--- config.mk ---
export PLATFORM = sky130hd
export DESIGN_NAME = a51_keystream_cipher
export DESIGN_NICKNAME = d
export VERILOG_FILES = /design/src/design/a51_pkg.sv /design/src/design/a51_keystream_cipher.sv /design/src/design/a51_ctrl.sv /design/src/design/a51_datapath.sv
export VERILOG_INCLUDE_DIRS = /design/src /design/src/design
export SDC_FILE = /design/constraint.sdc
export NUM_CORES = 1
export LEC_CHECK = 0
export ABC_CLOCK_PERIOD_IN_PS = 4700
export BUFFER_PORTS_ARGS = -buffer_cell sky130_fd_sc_hd__buf_2
export CORE_ASPECT_RATIO = 1.2
export CORE_MARGIN = 5
export CORE_UTILIZATION = 25
export CTS_CLUSTER_DIAMETER = 150
export CTS_CLUSTER_SIZE = 25
export DETAILED_ROUTE_END_ITERATION = 12
export PLACE_DENSITY_LB_ADDON = 0.08
export SYNTH_ARGS = -nofsm -noshare
export SYNTH_HDL_FRONTEND = slang
export SYNTH_SLANG_ARGS = --single-unit
--- constraint.sdc ---
create_clock -name aclk -period 4.7 [get_ports aclk]
set_clock_uncertainty 0.1 [all_clocks]
set_input_delay 0.47 -clock aclk [delete_from_list [all_inputs] [get_ports aclk]]
set_output_delay 0.47 -clock aclk [all_outputs]
set_load 0.02 [all_outputs]
--- src/design/a51_keystream_cipher_defines.svh ---
// ----------------------------------------------------------------------------
// A5/1 keystream cipher assertion macros
// Shared concurrent assertion forms used by the cipher controller.
// ----------------------------------------------------------------------------
`ifndef A51_KEYSTREAM_CIPHER_DEFINES_SVH
`define A51_KEYSTREAM_CIPHER_DEFINES_SVH

// The consequent must hold in the same cycle as the antecedent.
`define A51_ASSERT_SAME(lbl, clk, rstn, ante, cons, msg) \
    lbl: assert property (@(posedge clk) disable iff (!(rstn)) (ante) |-> (cons)) \
        else $error(msg);

// The consequent must hold in the cycle after the antecedent.
`define A51_ASSERT_NEXT(lbl, clk, rstn, ante, cons, msg) \
    lbl: assert property (@(posedge clk) disable iff (!(rstn)) (ante) |=> (cons)) \
        else $error(msg);

`endif

--- src/design/a51_pkg.sv ---
// ----------------------------------------------------------------------------
// A5/1 cipher package
// Register widths, sequence lengths and the controller command bundle.
// ----------------------------------------------------------------------------
package a51_pkg;

    localparam int unsigned FIRST_W    = 19;
    localparam int unsigned SECOND_W   = 22;
    localparam int unsigned THIRD_W    = 23;
    localparam int unsigned KEY_W      = 64;
    localparam int unsigned FRAME_W    = 22;
    localparam int unsigned SEED_W     = KEY_W + FRAME_W;

    // Regular clocks during loading (key bits, then frame bits) and mixing clocks.
    localparam int unsigned LOAD_STEPS = SEED_W;
    localparam int unsigned MIX_STEPS  = 100;
    localparam int unsigned CNT_W      = 7;

    localparam int unsigned S_DATA_W   = 24;
    localparam int unsigned M_DATA_W   = 8;

    // Commands from the controller to the datapath.
    typedef struct packed {
        logic restart_load; // clear the registers and capture key, frame and data
        logic load_step;    // regular clock of all three registers with the seed bit
        logic maj_step;     // one majority clock
        logic out_load;     // register the result of this majority clock
        logic use_saved;    // combine with the captured data bit, not the input one
    } a51_cmd_t;

endpackage

--- src/design/a51_keystream_cipher.sv ---
// An item without restart registers its result, which is on m_ in the cycle after its transfer.
// Such items go at one per cycle while m_ is not stalled; the single majority clock per bit sets this.
// A restart item clears the registers, then runs the regular load clocks (key bits, then frame
// bits), the mixing clocks and a final clock; the step counter paces the load and mixing clocks.
// Reset (aresetn low, synchronous) clears the registers and the key, so the keystream is
// zero until the first restart; no result is pending after reset.
// ----------------------------------------------------------------------------
// A5/1 keystream cipher top level
// Stream in data bits, stream out data XOR keystream with the keystream bit.
// ----------------------------------------------------------------------------
module a51_keystream_cipher (
    input  logic                            aclk,
    input  logic                            aresetn,
    // Configuration: 64-bit session key, key bit 0 is loaded first.
    input  logic                            cfg_wr_en,
    input  logic [a51_pkg::KEY_W-1:0]       cfg_wr_data,
    // Input stream.
    input  logic                            s_tvalid,
    output logic                            s_tready,
    // s_tdata from bit 0: data_bit [0], frame_number [22:1], zero padding [23].
    input  logic [a51_pkg::S_DATA_W-1:0]    s_tdata,
    // s_tuser: restart [0].
    input  logic                            s_tuser,
    // Result stream.
    output logic                            m_tvalid,
    input  logic                            m_tready,
    // m_tdata from bit 0: out_bit [0], keystream_bit [1], zero padding [7:2].
    output logic [a51_pkg::M_DATA_W-1:0]    m_tdata
);

    // The controller issues one command bundle per cycle. The datapath does the
    // register clocking and holds the result until the output transfer.
    a51_pkg::a51_cmd_t cmd;
    logic              out_bit;
    logic              keystream_bit;

    a51_ctrl u_ctrl (
        .aclk       (aclk),
        .aresetn    (aresetn),
        .s_tvalid   (s_tvalid),
        .s_tready   (s_tready),
        .in_restart (s_tuser),
        .m_tvalid   (m_tvalid),
        .m_tready   (m_tready),
        .cmd        (cmd)
    );

    // The frame number is only captured when the transfer carries a restart.
    a51_datapath u_datapath (
        .aclk            (aclk),
        .aresetn         (aresetn),
        .cmd             (cmd),
        .cfg_wr_en       (cfg_wr_en),
        .cfg_wr_data     (cfg_wr_data),
        .in_data_bit     (s_tdata[0]),
        .in_frame_number (s_tdata[a51_pkg::FRAME_W:1]),
        .out_bit         (out_bit),
        .keystream_bit   (keystream_bit)
    );

    assign m_tdata = {{(a51_pkg::M_DATA_W - 2){1'b0}}, keystream_bit, out_bit};

endmodule

--- src/design/a51_ctrl.sv ---
// ----------------------------------------------------------------------------
// A5/1 cipher controller
// Sequences restart loading and mixing, and owns both handshakes.
// ----------------------------------------------------------------------------
`include "a51_keystream_cipher_defines.svh"

module a51_ctrl (
    input  logic              aclk,
    input  logic              aresetn,
    input  logic              s_tvalid,
    output logic              s_tready,
    input  logic              in_restart,
    output logic              m_tvalid,
    input  logic              m_tready,
    output a51_pkg::a51_cmd_t cmd
);

    localparam logic [1:0] ST_IDLE  = 2'd0;
    localparam logic [1:0] ST_LOAD  = 2'd1;
    localparam logic [1:0] ST_MIX   = 2'd2;
    localparam logic [1:0] ST_FINAL = 2'd3;

    localparam logic [a51_pkg::CNT_W-1:0] LOAD_LAST = a51_pkg::CNT_W'(a51_pkg::LOAD_STEPS - 1);
    localparam logic [a51_pkg::CNT_W-1:0] MIX_LAST  = a51_pkg::CNT_W'(a51_pkg::MIX_STEPS - 1);

    logic [1:0]                 state_reg, state_next;
    logic [a51_pkg::CNT_W-1:0]  cnt_reg, cnt_next;
    logic                       out_valid_reg, out_valid_next;
    logic                       out_free;
    logic                       accept;

    assign out_free = !out_valid_reg || m_tready;
    assign s_tready = (state_reg == ST_IDLE) && out_free;
    assign accept   = s_tvalid && s_tready;
    assign m_tvalid = out_valid_reg;

    always_comb begin
        state_next = state_reg;
        cnt_next   = cnt_reg;
        cmd        = '0;
        unique case (state_reg)
            ST_IDLE: begin
                if (accept) begin
                    if (in_restart) begin
                        cmd.restart_load = 1'b1;
                        cnt_next         = '0;
                        state_next       = ST_LOAD;
                    end else begin
                        cmd.maj_step = 1'b1;
                        cmd.out_load = 1'b1;
                    end
                end
            end
            ST_LOAD: begin
                cmd.load_step = 1'b1;
                if (cnt_reg == LOAD_LAST) begin
                    cnt_next   = '0;
                    state_next = ST_MIX;
                end else begin
                    cnt_next = cnt_reg + 1'b1;
                end
            end
            ST_MIX: begin
                cmd.maj_step = 1'b1;
                if (cnt_reg == MIX_LAST) begin
                    cnt_next   = '0;
                    state_next = ST_FINAL;
                end else begin
                    cnt_next = cnt_reg + 1'b1;
                end
            end
            ST_FINAL: begin
                if (out_free) begin
                    cmd.maj_step  = 1'b1;
                    cmd.out_load  = 1'b1;
                    cmd.use_saved = 1'b1;
                    state_next    = ST_IDLE;
                end
            end
            default: begin
                state_next = ST_IDLE;
            end
        endcase
    end

    always_comb begin
        if (cmd.out_load) begin
            out_valid_next = 1'b1;
        end else if (m_tready) begin
            out_valid_next = 1'b0;
        end else begin
            out_valid_next = out_valid_reg;
        end
    end

    always_ff @(posedge aclk) begin
        if (!aresetn) begin
            state_reg     <= ST_IDLE;
            cnt_reg       <= '0;
            out_valid_reg <= 1'b0;
        end else begin
            state_reg     <= state_next;
            cnt_reg       <= cnt_next;
            out_valid_reg <= out_valid_next;
        end
    end

    // A pending result is never overwritten before it is taken.
    `A51_ASSERT_SAME(a_no_overwrite, aclk, aresetn, cmd.out_load, (!out_valid_reg || m_tready), "result overwritten while stalled")
    // A restart item always enters the loading sequence from its first step.
    `A51_ASSERT_NEXT(a_restart_enters_load, aclk, aresetn, (accept && in_restart), ((state_reg == ST_LOAD) && (cnt_reg == '0)), "restart did not start loading")
    // The last mixing clock is followed by the final output step.
    `A51_ASSERT_NEXT(a_mix_to_final, aclk, aresetn, ((state_reg == ST_MIX) && (cnt_reg == MIX_LAST)), (state_reg == ST_FINAL), "mixing did not end in final step")
    // A non-restart transfer produces a valid result in the next cycle.
    `A51_ASSERT_NEXT(a_fast_result, aclk, aresetn, (accept && !in_restart), (m_tvalid && (state_reg == ST_IDLE)), "plain item gave no result")

endmodule

--- src/design/a51_datapath.sv ---
// ----------------------------------------------------------------------------
// A5/1 cipher datapath
// The three shift registers, key and seed storage, and the result register.
// ----------------------------------------------------------------------------
module a51_datapath (
    input  logic                                aclk,
    input  logic                                aresetn,
    input  a51_pkg::a51_cmd_t                   cmd,
    input  logic                                cfg_wr_en,
    input  logic [a51_pkg::KEY_W-1:0]           cfg_wr_data,
    input  logic                                in_data_bit,
    input  logic [a51_pkg::FRAME_W-1:0]         in_frame_number,
    output logic                                out_bit,
    output logic                                keystream_bit
);

    logic [a51_pkg::FIRST_W-1:0]  first_reg, first_next;
    logic [a51_pkg::SECOND_W-1:0] second_reg, second_next;
    logic [a51_pkg::THIRD_W-1:0]  third_reg, third_next;
    logic [a51_pkg::KEY_W-1:0]    key_reg;
    logic [a51_pkg::SEED_W-1:0]   seed_reg;
    logic                         data_reg;
    logic                         out_bit_reg;
    logic                         ks_reg;

    logic inj;
    logic c1, c2, c3, maj;
    logic en1, en2, en3;
    logic fb1, fb2, fb3;
    logic ks, dbit;

    assign inj = cmd.load_step & seed_reg[0];

    assign c1  = first_reg[8];
    assign c2  = second_reg[10];
    assign c3  = third_reg[10];
    assign maj = (c1 & c2) | (c1 & c3) | (c2 & c3);

    assign en1 = cmd.load_step | (cmd.maj_step & (c1 == maj));
    assign en2 = cmd.load_step | (cmd.maj_step & (c2 == maj));
    assign en3 = cmd.load_step | (cmd.maj_step & (c3 == maj));

    assign fb1 = first_reg[18] ^ first_reg[17] ^ first_reg[16] ^ first_reg[13] ^ inj;
    assign fb2 = second_reg[21] ^ second_reg[20] ^ inj;
    assign fb3 = third_reg[22] ^ third_reg[21] ^ third_reg[20] ^ third_reg[7] ^ inj;

    always_comb begin
        priority if (cmd.restart_load) begin
            first_next  = '0;
            second_next = '0;
            third_next  = '0;
        end else begin
            first_next  = en1 ? {first_reg[a51_pkg::FIRST_W-2:0], fb1}   : first_reg;
            second_next = en2 ? {second_reg[a51_pkg::SECOND_W-2:0], fb2} : second_reg;
            third_next  = en3 ? {third_reg[a51_pkg::THIRD_W-2:0], fb3}   : third_reg;
        end
    end

    // Keystream is taken from the top bits after the majority clock.
    assign ks   = first_next[a51_pkg::FIRST_W-1] ^ second_next[a51_pkg::SECOND_W-1]
                ^ third_next[a51_pkg::THIRD_W-1];
    assign dbit = cmd.use_saved ? data_reg : in_data_bit;

    always_ff @(posedge aclk) begin
        if (!aresetn) begin
            first_reg  <= '0;
            second_reg <= '0;
            third_reg  <= '0;
            key_reg    <= '0;
        end else begin
            first_reg  <= first_next;
            second_reg <= second_next;
            third_reg  <= third_next;
            if (cfg_wr_en) begin
                key_reg <= cfg_wr_data;
            end
        end
    end

    // Seed holds key bits then frame bits, consumed from bit 0 upward.
    always_ff @(posedge aclk) begin
        if (cmd.restart_load) begin
            seed_reg <= {in_frame_number, key_reg};
            data_reg <= in_data_bit;
        end else if (cmd.load_step) begin
            seed_reg <= {1'b0, seed_reg[a51_pkg::SEED_W-1:1]};
        end
        if (cmd.out_load) begin
            out_bit_reg <= dbit ^ ks;
            ks_reg      <= ks;
        end
    end

    assign out_bit       = out_bit_reg;
    assign keystream_bit = ks_reg;

endmodule
==> results of run 1 <==
## worst reg2reg max path, cell delays in order (launching register included)
cell,delay [ps]
dfxtp_1,340
inv_1,100
ha_1,250
a21oi_2,100
o31ai_4,290
o21a_1,880
mux2i_1,360
xor2_1,240
xnor3_1,430
## report_power, final
group	switching [mW]	internal, mW
Sequential	0.0969	2.52
Combinational	0.787	0.428
Clock	0.676	0.536
## path summary, 6_finish.rpt
path	slack (ps)	end	start
hold / removal	90	u_datapath.data_reg$_DFFE_PP_	s_tdata[0]
setup reg to reg	1370	u_datapath.out_bit$_DFFE_PP_	u_ctrl.state_reg[0]$_SDFFE_PN0P_
setup / recovery	1370	u_datapath.out_bit$_DFFE_PP_	u_ctrl.state_reg[0]$_SDFFE_PN0P_
hold reg to reg	390	u_datapath.seed_reg[63]$_DFFE_PP_	u_datapath.seed_reg[64]$_DFFE_PP_
## cells in the mapped netlist
library cell | number | share of area [%]
nand2_1 | 267 | 11
nor2_1 | 141 | 5.8
dfxtp_1 | 138 | 30
mux2i_1 | 133 | 15
edfxtp_1 | 89 | 29
clkbuf_1 | 29 | 1.2
buf_2 | 11 | 0.61
xnor2_1 | 10 | 0.96
buf_4 | 9 | 0.74
xor2_1 | 8 | 0.77
buf_1 | 6 | 0.25
ha_1 | 6 | 0.83
inv_1 | 4 | 0.17
nor2b_1 | 4 | 0.28
nand4_1 | 3 | 0.21
o21a_1 | 3 | 0.25
a211oi_1 | 2 | 0.17
and2_1 | 2 | 0.14
and2b_1 | 2 | 0.17
nand2b_1 | 2 | 0.14
a2111oi_0 | 1 | 0.096
a21o_1 | 1 | 0.083
a21oi_1 | 1 | 0.055
a21oi_2 | 1 | 0.096
a221o_1 | 1 | 0.11
and3b_1 | 1 | 0.096
buf_6 | 1 | 0.12
clkinv_1 | 1 | 0.041
conb_1 | 1 | 0.041
inv_2 | 1 | 0.041
nand4b_1 | 1 | 0.096
nor2_2 | 1 | 0.069
nor3_1 | 1 | 0.055
nor4_1 | 1 | 0.069
o211ai_1 | 1 | 0.083
o31ai_1 | 1 | 0.083
o31ai_2 | 1 | 0.14
o31ai_4 | 1 | 0.23
or3_1 | 1 | 0.069
xnor3_1 | 1 | 0.25
## logic make-up after synthesis
kind of cell | after synthesis | synth area share (%)
fa+ha+maj | 6 | 0.825
compound gates | 14 | 1.39
flops | 227 | 59.8
other cells | 1 | 0.0412
xor+xnor | 19 | 1.98
simple gates | 427 | 18.2
buf+inv | 62 | 3.16
mux | 133 | 14.6
## final cells by class
class / count / area, um2
clock inverter: 1 / 30.0
multi-input combinational: 605 / 3400
sequential: 227 / 5440
inverter: 6 / 23.8
fill: 3887 / 25600
timing repair buffer: 104 / 543
tap: 468 / 586
clock buffer: 20 / 352
## stage by stage
step	hold slack (ps)	setup WS (ps)
floorplan	360	687
global placement	375	1340
detailed placement	381	1340
CTS	60.3	1310
global route	63.4	1120
finish	92.6	1370
## per-layer routing
metal / GRT usage, % / vias to the layer above / wire [um]
met1: 12.5 / 2781 / 9160
met3: 2.45 / 30 / 947
met5: 0 / - / 87
met4: 2.10 / 12 / 294
li1: - / 3025 / -
met2: 16.4 / 73 / 9160
==> reports/metrics.csv, run 1 <==
metric,value,unit
status,"complete, no violations",
crit_arrival,3450,ps
antenna_cells,0,
peakVddDrop,0.213,mV
syn_area_per_cell,10.2,um2
cts_buffer_depth,3,
fin_crit_sh,70.8,%
largest_reg_flops,86,
overflow,0,
wl_per_cell,13.7,um
grt_pass1_wl,32.1,mm
maxCapViolCount,0,
viasPerCell,4.14,
syn_area,0.00910,mm2
hold_path_class,in -> reg,
final_cells,1431,
path_delay_family,compound AO/OA/AOI/OAI gates,
nets,1057,
leakagePower,4.44,nW
layout-drive-gt1-share,13.1,%
fin_util,28.9,%
path_depth,8,
slew_viol_final,0,
grt_max_degree,83,
cts.sinks,227,
drc,0,
cts-hold-fix-buffers,0,
r2r.worst_path.cells,8,
rsz0062_at_grt,no,
worst-path-max-fanout,19,
fp.dieH,219,um
port_buffers,96,
ioPinCount,104,
place_inst,1410,
endpoint_kind,flop,
worstSetupPathType,reg -> reg,
coreArea,0.0359,mm2
syn_to_final_growth,14.0,%
cts-root-buf,clkbuf_16,
period_needed,3330,ps
p_per_area,487,mW/mm2
tightest_slew,1060,ps
fmax,0.300,GHz
placed_area,0.00999,mm2
drt-total-wl,19.6,mm
maxSlewHeadroom,29.5,%
ys_ff_latch,227,
final_common_cell,nand2_1,
cts_buffers,13,
clkLatencyLatePin,480,ps
cts_htree_levels,1,
grt_pass1_vias,6018,
num_vias,5921,
dieArea,0.0403,mm2
hold_violations,0,
rows,76,
dp_hpwl,11.9,mm
layout_common_cells,"nand2_1, nor2_1, dfxtp_1",
final.setup.tns,0,ps
antenna_found_initial,6,
ys_warn_count,0,
synth.distinct_cells,40,
final-setup-viol-count,0,
critPathLaunchType,flop,
ant_nets,0,
start_util,25.3,%
clkTransAtPathRegs,100,ps
crit_buf_inv,1,
ys_seq_area_share,59.8,%
final_area,0.0104,mm2
dr.pass1.iters,4,
power,5.05,mW
gp_congestion,0.693,
cpPeakStageDelay,880,ps
track_usage,9.70,%
cp_slowest_cell,o21a_1,
cts_tree,yes,
min_path_cells,1,
first_iter_violations,250,
cts_resized,0,
synth_cells,889,
die_w,184,um
crit_required,4830,ps
crit_chain,inv_1 -> ha_1 -> a21oi_2 -> o31ai_4 -> o21a_1 -> mux2i_1 -> xor2_1 -> xnor3_1,
cts_setup_buffers,0,
Note: power is estimated with default switching activity, not from simulation.
==> inputs of run 2 (changes only) <==
Settings changed: ABC_AREA set to 1, ABC_CLOCK_PERIOD_IN_PS 4700 to 2750.
Clock period 4.7 ns to 2.75 ns, I/O delays scaled along.
==> reports/metrics.csv, run 2 <==
metric,value,unit
cts_buffer_depth,3,
fin_crit_sh,76.5,%
synth_edf_count,89,
hold_end,u_ctrl.m_tvalid$_SDFFE_PN0P_,
reg2reg_to,u_datapath.seed_reg[26]$_DFFE_PP_,
cts_buffers,13,
ant_nets,0,
hold_violations,0,
overflow,0,
leakagePower,4.60,nW
final_common_cell,nand2_1,
cts_setup_buffers,0,
timing.final.ws_setup,646,ps
r2r.worst_path.cells,9,
largest_reg_flops,86,
ys.flop_type,dfxtp_1,
first_iter_violations,366,
r2r_slack,650,ps
wl_per_cell,12.7,um
peakVddDrop,0.408,mV
tightest_slew,627,ps
synthSimpleGateAreaFrac,24.6,%
rsz0062_at_grt,no,
antenna_cells,0,
muxShareOfSynthArea,0,%
yosysTopAreaCellShare,30.4,%
ys_ff_latch,227,
synth.distinct_cells,34,
ys_seq_area_share,59.8,%
rows,76,
cts.sinks,227,
ioPinCount,104,
cts-root-buf,clkbuf_16,
maxSlewHeadroom,58.2,%
antenna_found_initial,0,
start_util,25.3,%
crit_arrival,2140,ps
layout_common_cells,"nand2_1, nor2_1, dfxtp_1",
gp_congestion,0.697,
min_path_cells,4,
track_usage,10.6,%
syn_area_per_cell,8.52,um2
port_buffers,96,
grt_max_degree,87,
coreArea,0.0359,mm2
cts_tree,yes,
slew_viol_final,0,
fp.dieH,219,um
dieArea,0.0403,mm2
final.setup.tns,0,ps
cts_htree_levels,1,
layout-drive-gt1-share,12.1,%
synth_top_area_cell,dfxtp_1,
critPathLaunchType,flop,
clkLatencyLatePin,480,ps
syn_area,0.00909,mm2
cts_resized,0,
worst-path-max-fanout,48,
synthAdderAreaFrac,0.826,%
synth_area_leaders,"dfxtp_1, edfxtp_1, nand2_1",
drt-total-wl,21.6,mm
ys_warn_count,0,
dr.pass1.iters,6,
synth_common_cells,"nand2_1, nor2_1, dfxtp_1",
status,"complete, no violations",
synth_top_family_by_area,simple AND/OR/NAND/NOR gates,
p_per_area,877,mW/mm2
grt_pass1_wl,35.9,mm
clkTransAtPathRegs,110,ps
hold_path_class,in -> reg,
endpoint_kind,flop,
final-setup-viol-count,0,
num_vias,7099,
die_w,184,um
hp-start,m_tready,
dp_hpwl,12.9,mm
maxCapViolCount,0,
reg2reg_from,u_ctrl.state_reg[0]$_SDFFE_PN0P_,
synth_cells,1067,
fmax,0.475,GHz
crit_required,2790,ps
period_needed,2100,ps
synth.most_common_cell,nand2_1,
viasPerCell,4.19,
drc,0,
synthXorXnorAreaFrac,1.06,%
syn_to_final_growth,24.2,%
synth-compound-area-share,8.70,%
pre_cts_slack,648,ps
async_flop_share,0,%
grt_pass1_vias,7175,
worstSetupPathType,reg -> reg,
nets,1320,
run 2: worst max-delay path, stage by stage, from the launching register on:
cell,delay [ps]
dfxtp_1,340
inv_1,100
ha_1,230
inv_2,90
a21oi_4,130
nand2_2,80
nor2_4,150
inv_2,130
nand2_4,110
buf_12,270
run 2: cells by family (layout without fill, tap and decap cells):
kind of cell | Yosys count | after routing
buf+inv | 100 | 254
compound gates | 148 | 148
fa+ha+maj | 6 | 6
flops | 227 | 227
xor+xnor | 11 | 11
simple gates | 574 | 574
other cells | 1 | 6
run 2: how the worst max path moves through the flow:
stage	start	endpoint	slack, ps	depth (start not counted)
6_report	u_ctrl.state_reg[0]$_SDFFE_PN0P_	u_datapath.seed_reg[26]$_DFFE_PP_	650	9
5_1_grt	u_ctrl.state_reg[0]$_SDFFE_PN0P_	u_datapath.out_bit$_DFFE_PP_	420	14
4_1_cts	u_ctrl.state_reg[0]$_SDFFE_PN0P_	u_datapath.seed_reg[27]$_DFFE_PP_	600	9
3_5_place_dp	u_ctrl.state_reg[0]$_SDFFE_PN0P_	u_datapath.out_bit$_DFFE_PP_	650	13
3_3_place_gp	u_ctrl.state_reg[0]$_SDFFE_PN0P_	u_datapath.out_bit$_DFFE_PP_	630	14
2_1_floorplan	u_ctrl.state_reg[0]$_SDFFE_PN0P_	u_datapath.seed_reg[0]$_DFFE_PP_	130	10
run 2: timing repair:
item | CTS | global route
hold endpoints to repair | 86 | 0
endpoints found under the setup margin | 0 | 0
hold buffers | 86 | 0
run 2: report_power, final:
| group | internal [mW] | total (mW) | switching (mW) |
|---|---|---|---|
| registers | 4.53 | 4.79 | 0.259 |
| clock network | 0.916 | 2.09 | 1.17 |
| logic | 0.974 | 3.02 | 2.04 |
| total | 6.42 | 9.90 | 3.48 |
run 2: final cells by class:
type / count / area [um2]
multi-input combinational: 745 / 3230
tap: 468 / 586
sequential: 227 / 5440
inverter: 36 / 138
clock buffer: 19 / 348
timing repair buffer: 197 / 1530
clock inverter: 2 / 28.8
fill: 3926 / 24700
run 2: metal layers:
metal	part of all wire, %	up-vias	routed length (um)	global-route usage, %
li1	-	3706	-	-
met3	3.5	17	762	1.48
met4	1.3	0	287	1.97
met5	0	-	0	0
met2	47	90	10200	18.2
met1	48	3286	10300	14.2
run 2: through the flow:
step,utilization [%],hold WS [ps],cell area (um2),cells,total power [mW]
floorplan,-,274,9120,1072,7.01
global placement,28.0,351,10100,1587,7.92
detailed placement,28.0,352,10100,1587,7.90
CTS,31.4,8.36,11300,1694,10.2
global route,31.4,49.0,11300,1694,10.7
finish,31.4,46.1,11300,1694,9.90
